<file path="config.mk">
export PLATFORM = sky130hd
export DESIGN_NAME = sorted_kmer_duplicate_grouper
export DESIGN_NICKNAME = d
export VERILOG_FILES = /design/src/sv/skdg_pkg.sv /design/src/sv/skdg_ram.sv /design/src/sv/skdg_cmd_queue.sv /design/src/sv/skdg_front.sv /design/src/sv/skdg_back.sv /design/src/sv/sorted_kmer_duplicate_grouper.sv
export SDC_FILE = /design/constraint.sdc
export NUM_CORES = 2
export LEC_CHECK = 0
export ABC_AREA = 1
export ABC_CLOCK_PERIOD_IN_PS = 16600
export BUFFER_PORTS_ARGS = -buffer_cell sky130_fd_sc_hd__buf_4
export CAP_MARGIN = 20
export CORE_ASPECT_RATIO = 0.9
export CORE_MARGIN = 4
export CORE_UTILIZATION = 30
export DETAILED_ROUTE_END_ITERATION = 7
export PLACE_DENSITY = 0.53
export SLEW_MARGIN = 0
export SYNTH_ARGS = -nofsm -noshare
export SYNTH_HDL_FRONTEND = slang
export SYNTH_SLANG_ARGS = --single-unit
</file>
<file path="constraint.sdc">
create_clock -name clk -period 16.6 [get_ports clk]
set_input_delay 2.49 -clock clk [delete_from_list [all_inputs] [get_ports clk]]
set_output_delay 2.49 -clock clk [all_outputs]
set_load 0.03 [all_outputs]
</file>
<file path="src/sv/skdg_pkg.sv">
`default_nettype none
package skdg_pkg;

  localparam int KMER_W  = 64;
  localparam int POS_W   = 32;
  localparam int SNP_W   = 8;
  localparam int ALT_W   = 2;
  localparam int FREQ_W  = 8;
  localparam int SLOT_W  = 4;
  // Group size counter: holds up to the largest allowed group size (16).
  localparam int CNT_W   = 5;
  localparam int ENTRY_W = POS_W + SNP_W + ALT_W + 2 * FREQ_W;

  localparam int CMD_Q_DEPTH = 2;
  localparam int CMD_Q_AW    = $clog2(CMD_Q_DEPTH);
  localparam int CMD_Q_CW    = $clog2(CMD_Q_DEPTH + 1);

  localparam logic ITEM_DICT = 1'b0;
  localparam logic ITEM_AUX  = 1'b1;

  typedef struct packed {
    logic [POS_W-1:0]  pos;
    logic [SNP_W-1:0]  snp;
    logic [ALT_W-1:0]  alt;
    logic [FREQ_W-1:0] rf;
    logic [FREQ_W-1:0] af;
  } entry_t;

  typedef struct packed {
    logic [KMER_W-1:0] kmer;
    entry_t            entry;
    logic              final_rec;
  } in_rec_t;

  typedef enum logic [1:0] {
    CMD_UNIQUE,
    CMD_AUX,
    CMD_OVER
  } cmd_kind_t;

  // One closed group, handed from the front to the back.
  typedef struct packed {
    cmd_kind_t         kind;
    logic [KMER_W-1:0] kmer;
    logic [POS_W-1:0]  value;
    entry_t            first;
    logic [CNT_W-1:0]  cnt;
    logic              bank;
    logic              last;
  } cmd_t;

  typedef struct packed {
    logic              item_kind;
    logic [KMER_W-1:0] kmer_key;
    logic [POS_W-1:0]  position_or_row;
    logic              is_ambiguous;
    logic [SNP_W-1:0]  snp;
    logic [ALT_W-1:0]  alt;
    logic [FREQ_W-1:0] rf;
    logic [FREQ_W-1:0] af;
    logic [SLOT_W-1:0] slot;
    logic              last;
  } res_t;

  // Back tells the front that a group store bank is free again.
  typedef struct packed {
    logic valid;
    logic bank;
  } bank_rel_t;

endpackage
`default_nettype wire

</file>
<file path="src/sv/skdg_ram.sv">
`default_nettype none
module skdg_ram #(
  parameter int WIDTH = 8,
  parameter int DEPTH = 16,
  localparam int AW = $clog2(DEPTH)
) (
  input  wire logic             clk,
  input  wire logic             we,
  input  wire logic [AW-1:0]    waddr,
  input  wire logic [WIDTH-1:0] wdata,
  input  wire logic [AW-1:0]    raddr,
  output logic      [WIDTH-1:0] rdata
);

  logic [WIDTH-1:0] mem [DEPTH];

  always_ff @(posedge clk) begin
    if (we) begin
      mem[waddr] <= wdata;
    end
    rdata <= mem[raddr];
  end

endmodule
`default_nettype wire

</file>
<file path="src/sv/skdg_cmd_queue.sv">
`default_nettype none
module skdg_cmd_queue import skdg_pkg::*; (
  input  wire logic clk,
  input  wire logic rst,
  input  wire logic push,
  input  wire cmd_t din,
  output logic      full,
  input  wire logic pop,
  output cmd_t      dout,
  output logic      empty
);

  cmd_t                slots [CMD_Q_DEPTH];
  logic [CMD_Q_AW-1:0] wptr;
  logic [CMD_Q_AW-1:0] rptr;
  logic [CMD_Q_CW-1:0] cnt;
  logic                do_push;
  logic                do_pop;

  assign full    = (cnt == CMD_Q_CW'(CMD_Q_DEPTH));
  assign empty   = (cnt == '0);
  assign dout    = slots[rptr];
  assign do_push = push && !full;
  assign do_pop  = pop && !empty;

  always_ff @(posedge clk) begin
    if (rst) begin
      wptr <= '0;
      rptr <= '0;
      cnt  <= '0;
    end else begin
      if (do_push) begin
        wptr <= (wptr == CMD_Q_AW'(CMD_Q_DEPTH - 1)) ? '0 : wptr + 1'b1;
      end
      if (do_pop) begin
        rptr <= (rptr == CMD_Q_AW'(CMD_Q_DEPTH - 1)) ? '0 : rptr + 1'b1;
      end
      if (do_push && !do_pop) begin
        cnt <= cnt + 1'b1;
      end else if (do_pop && !do_push) begin
        cnt <= cnt - 1'b1;
      end
    end
    if (do_push) begin
      slots[wptr] <= din;
    end
  end

endmodule
`default_nettype wire

</file>
<file path="src/sv/skdg_front.sv">
`default_nettype none
module skdg_front import skdg_pkg::*; #(
  parameter int GROUP_SLOTS = 10,
  localparam int SLOT_AW = $clog2(GROUP_SLOTS)
) (
  input  wire logic              clk,
  input  wire logic              rst,
  input  wire logic              push,
  input  wire in_rec_t           in_rec,
  output logic                   full,
  input  wire logic              cfg_we,
  input  wire logic [POS_W-1:0]  cfg_wdata,
  output logic                   q_push,
  output cmd_t                   q_cmd,
  input  wire logic              q_full,
  input  wire bank_rel_t         rel,
  output logic                   ram_we,
  output logic [SLOT_AW:0]       ram_waddr,
  output logic [ENTRY_W-1:0]     ram_wdata
);

  typedef enum logic [1:0] {
    F_IDLE,
    F_CLOSE_A,
    F_ADD,
    F_CLOSE_B
  } fstate_t;

  fstate_t           state, state_next;
  in_rec_t           hold, hold_next;
  logic              pending_valid, pending_valid_next;
  logic [KMER_W-1:0] pending_kmer, pending_kmer_next;
  entry_t            first_entry, first_entry_next;
  logic [CNT_W-1:0]  count, count_next;
  logic              overflow, overflow_next;
  logic [POS_W-1:0]  row, row_next;
  logic              bank, bank_next;
  logic [1:0]        busy, busy_next;
  logic [POS_W-1:0]  marker;
  cmd_t              close_cmd;
  logic              do_close;
  fstate_t           after_add;

  assign full = (state != F_IDLE);

  always_comb begin
    close_cmd.kmer  = pending_kmer;
    close_cmd.first = first_entry;
    close_cmd.cnt   = count;
    close_cmd.bank  = bank;
    close_cmd.last  = (state == F_CLOSE_B) || !hold.final_rec;
    if (overflow) begin
      close_cmd.kind  = CMD_OVER;
      close_cmd.value = marker;
    end else if (count <= CNT_W'(1)) begin
      close_cmd.kind  = CMD_UNIQUE;
      close_cmd.value = first_entry.pos;
    end else begin
      close_cmd.kind  = CMD_AUX;
      close_cmd.value = row;
    end
  end

  always_comb begin
    state_next         = state;
    hold_next          = hold;
    pending_valid_next = pending_valid;
    pending_kmer_next  = pending_kmer;
    first_entry_next   = first_entry;
    count_next         = count;
    overflow_next      = overflow;
    row_next           = row;
    bank_next          = bank;
    busy_next          = busy;
    q_push             = 1'b0;
    q_cmd              = close_cmd;
    ram_we             = 1'b0;
    ram_waddr          = {bank, count[SLOT_AW-1:0]};
    ram_wdata          = hold.entry;
    do_close           = 1'b0;
    after_add          = hold.final_rec ? F_CLOSE_B : F_IDLE;

    if (rel.valid) begin
      busy_next[rel.bank] = 1'b0;
    end

    case (state)
      F_IDLE: begin
        if (push) begin
          hold_next  = in_rec;
          state_next = (pending_valid && in_rec.kmer != pending_kmer) ? F_CLOSE_A : F_ADD;
        end
      end
      F_CLOSE_A: begin
        if (!q_full) begin
          q_push     = 1'b1;
          do_close   = 1'b1;
          state_next = F_ADD;
        end
      end
      F_ADD: begin
        if (!pending_valid) begin
          // Open a new group; hold while the bank is still being read out.
          if (!busy[bank]) begin
            ram_we             = 1'b1;
            pending_valid_next = 1'b1;
            pending_kmer_next  = hold.kmer;
            first_entry_next   = hold.entry;
            count_next         = CNT_W'(1);
            overflow_next      = 1'b0;
            state_next         = after_add;
          end
        end else if (count < CNT_W'(GROUP_SLOTS)) begin
          if (!busy[bank]) begin
            ram_we     = 1'b1;
            count_next = count + 1'b1;
            state_next = after_add;
          end
        end else begin
          // Drop the occurrence and mark the group as too large.
          overflow_next = 1'b1;
          state_next    = after_add;
        end
      end
      F_CLOSE_B: begin
        if (!q_full) begin
          q_push     = 1'b1;
          do_close   = 1'b1;
          state_next = F_IDLE;
        end
      end
      default: begin
        state_next = F_IDLE;
      end
    endcase

    if (do_close) begin
      pending_valid_next = 1'b0;
      count_next         = '0;
      overflow_next      = 1'b0;
      if (close_cmd.kind == CMD_AUX) begin
        busy_next[bank] = 1'b1;
        bank_next       = ~bank;
        if (row != '1) begin
          row_next = row + 1'b1;
        end
      end
    end
  end

  always_ff @(posedge clk) begin
    if (rst) begin
      state         <= F_IDLE;
      pending_valid <= 1'b0;
      pending_kmer  <= '0;
      count         <= '0;
      overflow      <= 1'b0;
      row           <= '0;
      bank          <= 1'b0;
      busy          <= '0;
      marker        <= '1;
    end else begin
      state         <= state_next;
      pending_valid <= pending_valid_next;
      pending_kmer  <= pending_kmer_next;
      count         <= count_next;
      overflow      <= overflow_next;
      row           <= row_next;
      bank          <= bank_next;
      busy          <= busy_next;
      if (cfg_we) begin
        marker <= cfg_wdata;
      end
    end
    hold        <= hold_next;
    first_entry <= first_entry_next;
  end

endmodule
`default_nettype wire

</file>
<file path="src/sv/skdg_back.sv">
`default_nettype none
module skdg_back import skdg_pkg::*; #(
  parameter int GROUP_SLOTS = 10,
  localparam int SLOT_AW = $clog2(GROUP_SLOTS)
) (
  input  wire logic               clk,
  input  wire logic               rst,
  input  wire logic               q_empty,
  input  wire cmd_t               q_head,
  output logic                    q_pop,
  output bank_rel_t               rel,
  output logic [SLOT_AW:0]        ram_raddr,
  input  wire logic [ENTRY_W-1:0] ram_rdata,
  input  wire logic               pop,
  output res_t                    res,
  output logic                    res_valid
);

  typedef enum logic [1:0] {
    B_IDLE,
    B_HDR,
    B_SLOT
  } bstate_t;

  bstate_t           state, state_next;
  cmd_t              cur, cur_next;
  logic [SLOT_W-1:0] slot, slot_next;
  logic [SLOT_W-1:0] rd_slot;
  res_t              res_next;
  logic              res_valid_next;
  logic              emit_ok;
  logic              advance;
  logic              used;
  logic              unique_rec;
  entry_t            rd_entry;

  assign rd_entry   = ram_rdata;
  assign emit_ok    = !res_valid || pop;
  assign used       = CNT_W'(slot) < cur.cnt;
  assign unique_rec = (cur.kind == CMD_UNIQUE);

  always_comb begin
    state_next     = state;
    cur_next       = cur;
    slot_next      = slot;
    res_next       = res;
    res_valid_next = res_valid && !pop;
    q_pop          = 1'b0;
    rel            = '0;
    advance        = 1'b0;

    case (state)
      B_IDLE: begin
        if (!q_empty) begin
          q_pop      = 1'b1;
          cur_next   = q_head;
          slot_next  = '0;
          state_next = B_HDR;
        end
      end
      B_HDR: begin
        if (emit_ok) begin
          res_valid_next           = 1'b1;
          res_next.item_kind       = ITEM_DICT;
          res_next.kmer_key        = cur.kmer;
          res_next.position_or_row = cur.value;
          res_next.is_ambiguous    = !unique_rec;
          res_next.snp             = unique_rec ? cur.first.snp : '0;
          res_next.alt             = unique_rec ? cur.first.alt : '0;
          res_next.rf              = unique_rec ? cur.first.rf : '0;
          res_next.af              = unique_rec ? cur.first.af : '0;
          res_next.slot            = '0;
          res_next.last            = cur.last && (cur.kind != CMD_AUX);
          state_next               = (cur.kind == CMD_AUX) ? B_SLOT : B_IDLE;
        end
      end
      B_SLOT: begin
        if (emit_ok) begin
          advance                  = 1'b1;
          res_valid_next           = 1'b1;
          res_next.item_kind       = ITEM_AUX;
          res_next.kmer_key        = cur.kmer;
          res_next.position_or_row = used ? rd_entry.pos : '0;
          res_next.is_ambiguous    = 1'b1;
          res_next.snp             = used ? rd_entry.snp : '0;
          res_next.alt             = used ? rd_entry.alt : '0;
          res_next.rf              = used ? rd_entry.rf : '0;
          res_next.af              = used ? rd_entry.af : '0;
          res_next.slot            = slot;
          res_next.last            = 1'b0;
          if (slot == SLOT_W'(GROUP_SLOTS - 1)) begin
            res_next.last = cur.last;
            rel.valid     = 1'b1;
            rel.bank      = cur.bank;
            state_next    = B_IDLE;
          end else begin
            slot_next = slot + 1'b1;
          end
        end
      end
      default: begin
        state_next = B_IDLE;
      end
    endcase

    // Read one slot ahead when this one leaves, so the data keeps pace.
    rd_slot   = advance ? slot + 1'b1 : slot;
    ram_raddr = {cur.bank, rd_slot[SLOT_AW-1:0]};
  end

  always_ff @(posedge clk) begin
    if (rst) begin
      state     <= B_IDLE;
      res_valid <= 1'b0;
    end else begin
      state     <= state_next;
      res_valid <= res_valid_next;
    end
    cur  <= cur_next;
    slot <= slot_next;
    res  <= res_next;
  end

endmodule
`default_nettype wire

</file>
<file path="src/sv/sorted_kmer_duplicate_grouper.sv">
// Channel   Direction  Handshake              Payload
// input     in         push / full            kmer_value .. final_record, one record
// result    out        empty / pop            item_kind .. last_of_run, one result
// config    in         cfg_we                 cfg_wdata -> overflow position marker
//
// A record is accepted, closes the pending group if its k-mer differs, is stored
// (or dropped on overflow), and closes its own group if final; the front takes no
// new record until done. The back emits a dictionary record per closed group and,
// for an auxiliary row, GROUP_SLOTS entries, one per cycle while pop keeps up.
// Reset (rst, synchronous) empties the command queue and result register and loads
// the marker with all ones; the group store needs no clearing pass.
// The input stalls while the command queue is full or while the group store bank
// it must write is still being read out for an earlier auxiliary row.
`default_nettype none
module sorted_kmer_duplicate_grouper import skdg_pkg::*; #(
  parameter int GROUP_SLOTS = 10
) (
  input  wire logic              clk,
  input  wire logic              rst,
  input  wire logic              push,
  output logic                   full,
  input  wire logic [KMER_W-1:0] kmer_value,
  input  wire logic [POS_W-1:0]  genome_position,
  input  wire logic [SNP_W-1:0]  variant_info,
  input  wire logic [ALT_W-1:0]  alternate_base,
  input  wire logic [FREQ_W-1:0] reference_frequency,
  input  wire logic [FREQ_W-1:0] alternate_frequency,
  input  wire logic              final_record,
  input  wire logic              cfg_we,
  input  wire logic [POS_W-1:0]  cfg_wdata,
  output logic                   empty,
  input  wire logic              pop,
  output logic                   item_kind,
  output logic [KMER_W-1:0]      kmer_key,
  output logic [POS_W-1:0]       position_or_row,
  output logic                   is_ambiguous,
  output logic [SNP_W-1:0]       snp_field,
  output logic [ALT_W-1:0]       alt_base_out,
  output logic [FREQ_W-1:0]      ref_freq_out,
  output logic [FREQ_W-1:0]      alt_freq_out,
  output logic [SLOT_W-1:0]      slot_number,
  output logic                   last_of_run
);

  // Two banks of group storage: the front fills one while the back drains the other.
  localparam int SLOT_AW   = $clog2(GROUP_SLOTS);
  localparam int RAM_DEPTH = 2 << SLOT_AW;

  in_rec_t            in_rec;
  cmd_t               q_in;
  cmd_t               q_out;
  logic               q_push;
  logic               q_full;
  logic               q_pop;
  logic               q_empty;
  bank_rel_t          rel;
  logic               ram_we;
  logic [SLOT_AW:0]   ram_waddr;
  logic [ENTRY_W-1:0] ram_wdata;
  logic [SLOT_AW:0]   ram_raddr;
  logic [ENTRY_W-1:0] ram_rdata;
  res_t               res;
  logic               res_valid;

  // Pack the request fields into one record.
  assign in_rec.kmer      = kmer_value;
  assign in_rec.entry.pos = genome_position;
  assign in_rec.entry.snp = variant_info;
  assign in_rec.entry.alt = alternate_base;
  assign in_rec.entry.rf  = reference_frequency;
  assign in_rec.entry.af  = alternate_frequency;
  assign in_rec.final_rec = final_record;

  // Front: group equal k-mers, decide how each group closes.
  skdg_front #(
    .GROUP_SLOTS(GROUP_SLOTS)
  ) u_front (
    .clk       (clk),
    .rst       (rst),
    .push      (push),
    .in_rec    (in_rec),
    .full      (full),
    .cfg_we    (cfg_we),
    .cfg_wdata (cfg_wdata),
    .q_push    (q_push),
    .q_cmd     (q_in),
    .q_full    (q_full),
    .rel       (rel),
    .ram_we    (ram_we),
    .ram_waddr (ram_waddr),
    .ram_wdata (ram_wdata)
  );

  // Short command queue decouples grouping from result emission.
  skdg_cmd_queue u_queue (
    .clk   (clk),
    .rst   (rst),
    .push  (q_push),
    .din   (q_in),
    .full  (q_full),
    .pop   (q_pop),
    .dout  (q_out),
    .empty (q_empty)
  );

  skdg_ram #(
    .WIDTH (ENTRY_W),
    .DEPTH (RAM_DEPTH)
  ) u_store (
    .clk   (clk),
    .we    (ram_we),
    .waddr (ram_waddr),
    .wdata (ram_wdata),
    .raddr (ram_raddr),
    .rdata (ram_rdata)
  );

  // Back: turn each closed group into a dictionary record and its row entries.
  skdg_back #(
    .GROUP_SLOTS(GROUP_SLOTS)
  ) u_back (
    .clk       (clk),
    .rst       (rst),
    .q_empty   (q_empty),
    .q_head    (q_out),
    .q_pop     (q_pop),
    .rel       (rel),
    .ram_raddr (ram_raddr),
    .ram_rdata (ram_rdata),
    .pop       (pop),
    .res       (res),
    .res_valid (res_valid)
  );

  assign empty           = !res_valid;
  assign item_kind       = res.item_kind;
  assign kmer_key        = res.kmer_key;
  assign position_or_row = res.position_or_row;
  assign is_ambiguous    = res.is_ambiguous;
  assign snp_field       = res.snp;
  assign alt_base_out    = res.alt;
  assign ref_freq_out    = res.rf;
  assign alt_freq_out    = res.af;
  assign slot_number     = res.slot;
  assign last_of_run     = res.last;

endmodule
`default_nettype wire

</file>
==> results.py <==
metrics = {
    "outcome": {
        "status": "finished, violations left",
        "violations": "max-slew violations",
    },
    "synthesis": {
        "muxShareOfSynthArea_pct": 0,
        "synth_common_cells": "nand2_1 (2670), edfxtp_1 (2563), inv_1 (931), nand3_1 (779), o211ai_1 (754)",
        "syn_nets": 9151,
        "ys_seq_elements": 2768,
        "yosys-top-cells-area": "edfxtp_1 (70%), nand2_1 (9.2%), o211ai_1 (5.2%)",
        "synth-main-ff-cell": "edfxtp_1",
        "ys_types": 37,
        "synth_seq_area_share_pct": 74.1,
        "synth-xor-area-share_pct": 0.240,
        "synth.largest_area_cell": "edfxtp_1",
        "synthAdderAreaFrac_pct": 0.160,
        "synth.top_cell.area_share_pct": 70.3,
        "ys_warn_count": 0,
        "synth-edff-count": 2563,
        "synth_compound_area_share_pct": 6.53,
        "yosysMostFrequentCell": "nand2_1",
        "synth_top_family_by_area": "simple AND/OR/NAND/NOR gates",
        "avgSynthCellArea_um2": 12.2,
        "synth-simple-area-share_pct": 13.7,
        "syn_area_um2": 109000,
        "synthCells": 8977,
        "async_flop_share_pct": 0,
    },
    "layout": {
        "fill_cells": 35200,
        "post_layout_nonfiller_instances": 14300,
        "layout.nets": 9394,
        "drive_above_1_share_pct": 9.84,
        "syn2layout_area_growth_pct": 15.8,
    },
    "placement": {
        "pre_cts_slack_ps": 8810,
        "place.gp.congestion": 0.790,
        "hpwl_um": 170000,
        "dp_cells": 13800,
        "numPortBuffers": 290,
    },
    "sta": {
        "hold_viol_final": 0,
        "finalHoldWorstSlack_ps": 392,
        "period_needed_ps": 6980,
        "finalSetupViolations": 0,
        "fin_crit_sh_pct": 42.0,
        "tightest_slew_ps": 1510,
        "max-slew-margin-rel_pct": -0.760,
        "worst_slack_ps": 9620,
        "clock.fmax_mhz": 143,
        "slew_violations": 44,
        "setup_tns_ps": 0,
        "rsz0062_at_grt": "false",
        "skew_ps": 53.9,
    },
    "power": {
        "total_power_mw": 22.5,
        "vdd_drop_max_mv": 0.155,
        "p_per_area_nw_per_um2": 178,
        "p_leak_nw": 46.6,
    },
    "clocking": {
        "cts_sinks": 2768,
        "holdBufCountCts": 0,
        "numCtsBuffers": 296,
        "cts_root_buf": "clkbuf_16",
        "cts_htree_levels": 5,
        "worstSkewPairLatency_ps": 850,
        "cts_buffer_depth": 4,
        "cts_tree": "done",
        "post_cts_resize_count": 0,
        "cts_setup_buffers": 0,
        "clk_pin_slew_ps": 60,
    },
    "floorplan": {
        "core-area_um2": 363000,
        "die_w_um": 645,
        "dieArea_um2": 374000,
        "ios": 291,
        "die_height_um": 581,
        "rows": 210,
        "start_util_pct": 30.1,
    },
    "hold_path": {
        "hold_class": "reg -> reg",
        "min_from": "u_back.cur[159]",
    },
    "critical_path": {
        "endpoint_kind": "flop",
        "startpoint": "pop",
        "worstPathRequired_ps": 17400,
        "cp-start-kind": "input pin",
        "worstSetupPathType": "in -> reg",
        "critical_path.max_fanout": 117,
        "cp.arrival_ps": 7780,
        "rr_startpoint": "u_back.state[0]",
    },
    "detailed_routing": {
        "dr_total_vias": 69100,
        "drt-total-wl_um": 325000,
        "drc": 0,
        "antenna_left": 0,
        "dr.pass1.iters": 8,
        "wl_per_cell_um": 22.6,
        "drt_iter0_markers": 6852,
        "avgViaCountPerCell": 4.82,
    },
    "global_routing": {
        "grt.total_usage_pct": 16.7,
        "grt_max_degree": 222,
        "grt_pass1_vias": 66300,
        "grt_antenna_before_repair": 15,
        "grt_pass1_wl_um": 466000,
        "grt_overflow": 0,
    },
    "job": {
        "cap_violations": 0,
    },
}
## cell usage in the layout, fill, tap and decap left out, types with 5 or more instances in the layout
| cell | Yosys | layout |
|---|---|---|
| edfxtp_1 | 2563 | 2563 |
| inv_6 | 0 | 15 |
| xnor2_1 | 6 | 6 |
| o21ai_0 | 136 | 136 |
| nor2_1 | 183 | 148 |
| nor4_1 | 6 | 6 |
| nand4_1 | 10 | 10 |
| xor2_1 | 24 | 24 |
| nor2_4 | 1 | 36 |
| clkinv_2 | 0 | 52 |
| ha_1 | 14 | 13 |
| clkbuf_1 | 179 | 83 |
| nor3_1 | 25 | 23 |
| dfxtp_1 | 205 | 204 |
| buf_12 | 0 | 7 |
| a31oi_1 | 34 | 34 |
| o21ai_1 | 5 | 5 |
| diode_2 | 0 | 7 |
| clkbuf_8 | 0 | 20 |
| nand3_1 | 779 | 779 |
| buf_4 | 6 | 420 |
| a21oi_1 | 99 | 98 |
| clkinvlp_4 | 0 | 6 |
| buf_16 | 0 | 20 |
| nand2_1 | 2670 | 2670 |
| clkinv_1 | 0 | 32 |
| o211ai_1 | 754 | 754 |
| bufinv_16 | 0 | 12 |
| clkbuf_16 | 0 | 303 |
| inv_1 | 931 | 927 |
## cell type report
| cell class | count | area [um2] | area share, % |
|---|---|---|---|
| sequential | 2768 | 81100 | 64.0 |
| multi-input combinational | 4764 | 22800 | 18.0 |
| clock buffer | 406 | 8170 | 6.45 |
| tap | 4876 | 6100 | 4.82 |
| timing repair buffer | 449 | 3870 | 3.06 |
| inverter | 941 | 3570 | 2.82 |
| clock inverter | 123 | 1030 | 0.817 |
| antenna | 7 | 17.5 | 0.0138 |
## power breakdown
part	leakage, nW	total, mW	internal [mW]	switching, mW
clock network	4.52	6.38	3.65	2.73
registers	25.0	8.96	8.59	0.372
logic	17.1	7.18	1.95	5.22
## critical path, cell delays in order
cell and delay [ps]:
buf_4 140, inv_2 40, nand2_1 80, nand2_2 130, nand2_2 110, nand2_8 490
buf_4 900, buf_4 860, buf_4 780, buf_4 730, nand2_1 130, nand2_1 110
nand2_1 60, nand3_1 130, nand3_1 100, nand2_1 110, nand2_1 50, nand2_1 90
## flip-flops by register name, indices dropped and copies added, names as in the netlist, 2 cells and up
register	flops
u_store.mem	1856
u_queue.slots	262
u_back.cur	130
u_back.res	129
u_front.hold	65
u_front.pending_kmer	64
u_front.q_cmd	58
u_front.ram_wdata	58
u_store.rdata	58
u_front.marker	32
u_front.row	32
u_front.count	5
u_back.slot	4
u_back.state	2
u_front.busy	2
u_front.state	2
u_queue.cnt	2
## logic make-up (layout without fill, tap and decap cells)
kind of cell               count (synthesis)  count (layout)
other                                      0               7
xor gates and xnor gates                  30              30
DFF                                     2768            2768
AOI/OAI and AO/OA                       1036            1036
adders and majority gates                 14              14
and+or+nand+nor                         3684            3684
buffers and inverters                   1445            1919
## per-layer routing
layer	track usage (%)	vias to the layer above	part of all wire, %
li1	-	31700	-
met1	23.1	34600	44
met2	27.5	2239	47
met3	2.17	509	5.8
met5	0	-	0.011
met4	4.74	6	2.9
## worst paths after layout
| kind | endpoint | slack, ps | cells after the start |
|---|---|---|---|
| max reg2reg | u_store.rdata[18] | 9650 | 18 |
| min | u_back.res[126] | 390 | 0 |
| min reg2reg | u_back.res[126] | 390 | 0 |
| max | u_store.rdata[18] | 9620 | 18 |
## metrics by stage
stage,utilization [%],instance area (um2)
after floorplan,-,109000
after global placement,32.2,117000
after detailed placement,32.2,117000
after CTS,34.7,126000
after global routing,34.9,127000
final,34.9,127000
Note: power is estimated with default switching activity, not from simulation.
